### config.mk
export PLATFORM = sky130hd
export DESIGN_NAME = segx_div
export DESIGN_NICKNAME = d
export VERILOG_FILES = /design/src/hdl/segx_div.sv
export SDC_FILE = /design/constraint.sdc
export NUM_CORES = 2
export LEC_CHECK = 0
export BUFFER_PORTS_ARGS = -buffer_cell sky130_fd_sc_hd__buf_2
export CORE_MARGIN = 8
export CORE_UTILIZATION = 33
export DETAILED_ROUTE_END_ITERATION = 16
export PLACE_DENSITY_LB_ADDON = 0.1
export SYNTH_ARGS = -nofsm -noshare
export SYNTH_HDL_FRONTEND = slang
export SYNTH_SLANG_ARGS = --single-unit
### constraint.sdc
create_clock -name clk_i -period 4.79 [get_ports clk_i]
set_input_delay 0 -clock clk_i [delete_from_list [all_inputs] [get_ports clk_i]]
set_output_delay 0 -clock clk_i [all_outputs]
set_load 0.02 [all_outputs]
### src/hdl/segx_div.sv
// Pipelined restoring fraction divider: floor(num * 2^FRAC_BITS / den), num < den.
// One quotient bit per stage; sat_i forces 2^FRAC_BITS; all stages move on en_i.
module segx_div #(
  parameter int NW = 34,
  parameter int FRAC_BITS = 16,
  parameter int TW = 4
) (
  input  logic                 clk_i,
  input  logic                 rst_ni,
  input  logic                 en_i,
  input  logic                 vld_i,
  input  logic [NW-1:0]        num_i,
  input  logic [NW-1:0]        den_i,
  input  logic                 sat_i,
  input  logic [TW-1:0]        tag_i,
  output logic                 vld_o,
  output logic [FRAC_BITS:0]   q_o,
  output logic [TW-1:0]        tag_o
);
  logic [FRAC_BITS:0]             v_q;
  logic [FRAC_BITS:0][NW:0]       r_q;
  logic [FRAC_BITS:0][NW-1:0]     d_q;
  logic [FRAC_BITS:0][FRAC_BITS:0] qq_q;
  logic [FRAC_BITS:0]             s_q;
  logic [FRAC_BITS:0][TW-1:0]     t_q;

  always_ff @(posedge clk_i or negedge rst_ni) begin
    if (!rst_ni) begin
      v_q <= '0;
    end else if (en_i) begin
      v_q <= {v_q[FRAC_BITS-1:0], vld_i};
    end
  end

  always_ff @(posedge clk_i) begin
    if (en_i) begin
      r_q[0]  <= {1'b0, num_i};
      d_q[0]  <= den_i;
      qq_q[0] <= '0;
      s_q[0]  <= sat_i;
      t_q[0]  <= tag_i;
      for (int k = 1; k <= FRAC_BITS; k++) begin
        logic [NW+1:0] sh;
        sh = {r_q[k-1], 1'b0};
        d_q[k]  <= d_q[k-1];
        s_q[k]  <= s_q[k-1];
        t_q[k]  <= t_q[k-1];
        if (sh >= {2'b00, d_q[k-1]}) begin
          r_q[k]  <= (NW+1)'(sh - {2'b00, d_q[k-1]});
          qq_q[k] <= {qq_q[k-1][FRAC_BITS-1:0], 1'b1};
        end else begin
          r_q[k]  <= sh[NW:0];
          qq_q[k] <= {qq_q[k-1][FRAC_BITS-1:0], 1'b0};
        end
      end
    end
  end

  assign vld_o = v_q[FRAC_BITS];
  assign tag_o = t_q[FRAC_BITS];
  assign q_o   = s_q[FRAC_BITS] ? (FRAC_BITS+1)'(1) << FRAC_BITS : qq_q[FRAC_BITS];
endmodule

==> impl_results.md <==
* Status: finished clean
* Clock Tree Buf Depth at 3
* Synth cell types at 93
* Site Rows at about 180
* Tmin final at between 4 and 5 ns
* Die H at ~500 um
* Max Slew Vio Count at 0
* WL/cell at approximately 17 um
* Fin crit share at 0.8931
* DRT Wirelength at 176300 um
* Final setup TNS at 0 ns
* Via count at between 50000 and 60000
* Die ar. at ~240000 sq um
* Synth Instances at between 6000 and 7000
* Fmax at 0.2338 GHz
* First-pass GRT wire length at 278300 um
* IO Port Bufs at slightly below 100
* Startpoint types: flop
* Initial Util at 0.3306
* EDFF count, synth at around 1300
* Final Power at ~55 mW
* WP data arrival at 4.81 ns
* Largest net degree at the start of global routing at between 100 and 150
* Via density at 4.901
* Async S/R FF share, synth at 0.01268
* YS warnings at 0
* Vias in the first global route at ~53000
* IO Pins at slightly below 100
* Congestion Overflow GR at 0
* RePlAce Congestion at 0.8631
* Primary FF master, synth: edfxtp_1
* Avg Synthesized Cell Area at around 11 sq um
* Min Hold Slack at between 0.3 and 0.4 ns
* Antenna violations before repair at 3
* Cts bufs inserted at approximately 170
* RSZ-0062 raised after global routing: false
* TritonCTS clock tree: built
* DRT antenna net count at 0
* Worst Slack Setup Final at roughly 0.51 ns
* Post-DP HPWL at approximately 130000 um
* Synth-to-layout area growth at 14.83%
* Mapped Area at 74910 sq um
* Slowest Stage Delay on Critical Path at around 0.5 ns
* Setup CP Type: reg2reg
* Initial drt markers at between 2000 and 2500
* Setup violators final at 0
* Critical-path top delay cell: a221oi_2
* Synth area leader: edfxtp_1
* Htree depth at 4
* P_leak at ~35 nW
* Utilization after layout at 0.3796
* Worst-Margin Slew at between 1 and 1.5 ns
* Area contributors post-synth: edfxtp_1 (53%), ha_1 (9.1%), a21oi_1 (4.3%)
* Register area share after synthesis at 0.5364
* Syn_nets at approximately 7400
* Clk_skew at ~0.026 ns
* Critical Path RT at roughly 5.3 ns
* Share of the synthesized area in the top cell type at 0.5307
* Crit-path max FO at 58
* Maximum VDD drop at around 400 uV
* Hold Crit Class: in2reg
* Most frequent cells in the layout: edfxtp_1 (1324), inv_1 (664), a21oi_1 (637)
* # nets final at about 7800
* Slew margin rel. at 0.2965
* Total iterations of the first detailed-routing run at 6
* Pwr dens at roughly 640 nW/um^2
* Worst skew pair latency at 0.80 ns
* Commonest non-fill, non-tap cell in the layout: edfxtp_1
* CP Cell Sequence: fa_1 > a21oi_2 > o2111ai_1 > a221oi_2 > o221ai_1 > a31o_2 > nor2_1 > o211ai_1 > or2_2 > buf_4 > mux2_2
* Root buffer cell: clkbuf_16
* Worst setup EP type: flop
* Total GRT Usage at 0.1415
* Final hold viol count at 0
* Fillers at between 20000 and 25000
* Core box area at approximately 230000 sq um
* Max_cap viols at 0
* Seq cells post-synth at about 1300
* CTS Sinks at between 1000 and 1500
* Clock Pin Slew Worst Setup and Hold Paths at ~0.050 ns
* Post-CTS Resized at 0
* Setup WS pre-CTS at roughly 0.57 ns
* Layout cells sized above 1 at 0.07935
* Drt drc at 0
* Horiz. Die Dim at between 400 and 500 um
[flip-flops by register name, indices dropped and copies added (netlist names)]
| register | count |
|---|---|
| v_q | 17 |
| d_q | 544 |
| r_q | 559 |
| qq_q | 136 |
| t_q | 64 |
| s_q | 17 |
| tag_o | 4 |
[what timing repair did]
item	4_1_cts	5_1_grt
setup buffers	0	0
hold buffers	151	0
hold endpoints to repair	251	0
[power by group]
group / total (mW) / internal (mW) / switching (mW)
Combinational: 24.7 / 10.4 / 14.3
Clock: 11.7 / 6.74 / 4.95
Sequential: 18.9 / 17.4 / 1.54
Total: 55.3 / 34.5 / 20.8
[cell usage after synthesis (all sizes together), types with 8 or more instances]
library cell	count
nor3b	9
o21a	68
nor2	421
nor3	77
a31oi	54
o31ai	42
a2111oi	8
o21ai	494
a31o	14
o211ai	31
a21boi	13
xor2	200
a221o	11
fa	15
a21o	312
a211o	16
nand2	528
and4	14
a21oi	641
and2	18
a221oi	14
nor2b	81
ha	543
mux2	99
a311oi	10
inv	666
nand4	98
o2111ai	12
clkbuf	157
a211oi	36
and3	61
o21bai	66
nand3b	8
xnor2	259
nand2b	56
or3	14
edfxtp	1324
o31a	18
or2	23
nand3	102
o41ai	11
nor4	15
dfrtp	17
buf	52
[final timing paths]
check / start / end / slack (ns) / depth (start not counted)
min in group asynchronous: rst_ni / v_q[16]$_DFFE_PN0P_ / 0.38 / 3
max reg2reg: r_q[210]$_SDFFCE_PN0P_ / r_q[250]$_DFFE_PP_ / 0.51 / 11
max in group asynchronous: rst_ni / v_q[4]$_DFFE_PN0P_ / 3.92 / 3
min reg2reg: qq_q[192]$_DFFE_PP_ / qq_q[210]$_DFFE_PP_ / 0.40 / 0
max: r_q[210]$_SDFFCE_PN0P_ / r_q[250]$_DFFE_PP_ / 0.51 / 11
min: en_i / qq_q[34]$_DFFE_PP_ / 0.33 / 2
[kinds of logic (layout without fill, tap and decap cells)]
kind of cell	Yosys count	after routing	share of synthesized area
AND/OR/NAND/NOR	1541	1541	0.09532
XOR/XNOR	459	459	0.05367
flip-flops	1341	1341	0.5364
multiplexers	102	102	0.01578
adder cells (fa/ha/maj)	558	558	0.09470
buffers and inverters	876	1312	0.04515
other	0	9	0
AO/OA/AOI/OAI	1933	1933	0.1590
[stage by stage]
step	std cells	area [sq um]
floorplan	6810	74910
global placement	9810	79370
detailed placement	9810	79370
CTS	10260	86000
global route	10260	86020
finish	10260	86020
[critical path: cells and delay by family, from the launching register on]
kind	cells	cell delay [ns]
AOI/OAI and AO/OA	6	1.87
and+or+nand+nor	2	0.46
muxes	1	0.36
buffers and inverters	1	0.30
adders and majority gates	1	0.50
DFF	1	0.44
[layout make-up]
type                            instances  area, sq um  share of cell area
Sequential cell                      1341        40180              0.4671
Multi-Input combinational cell       4593        31450              0.3656
Clock buffer                          217         4417             0.05134
Tap cell                             3009         3765             0.04377
Timing Repair Buffer                  351         2983             0.03468
Inverter                              667         2504             0.02910
Clock inverter                         77        701.9            0.008160
Antenna cell                            9        22.52           0.0002618
[routing by layer]
| layer | part of all wire | wire (um) | global-route usage | up-vias |
|---|---|---|---|---|
| li1 | - | - | - | 25450 |
| met1 | 0.37 | 64720 | 0.1357 | 23440 |
| met2 | 0.53 | 93780 | 0.2773 | 866 |
| met3 | 0.027 | 4718 | 0.02159 | 550 |
| met4 | 0.074 | 13110 | 0.09341 | 0 |
| met5 | 0 | 0 | 0 | - |
(Power assumes the default switching activity.)
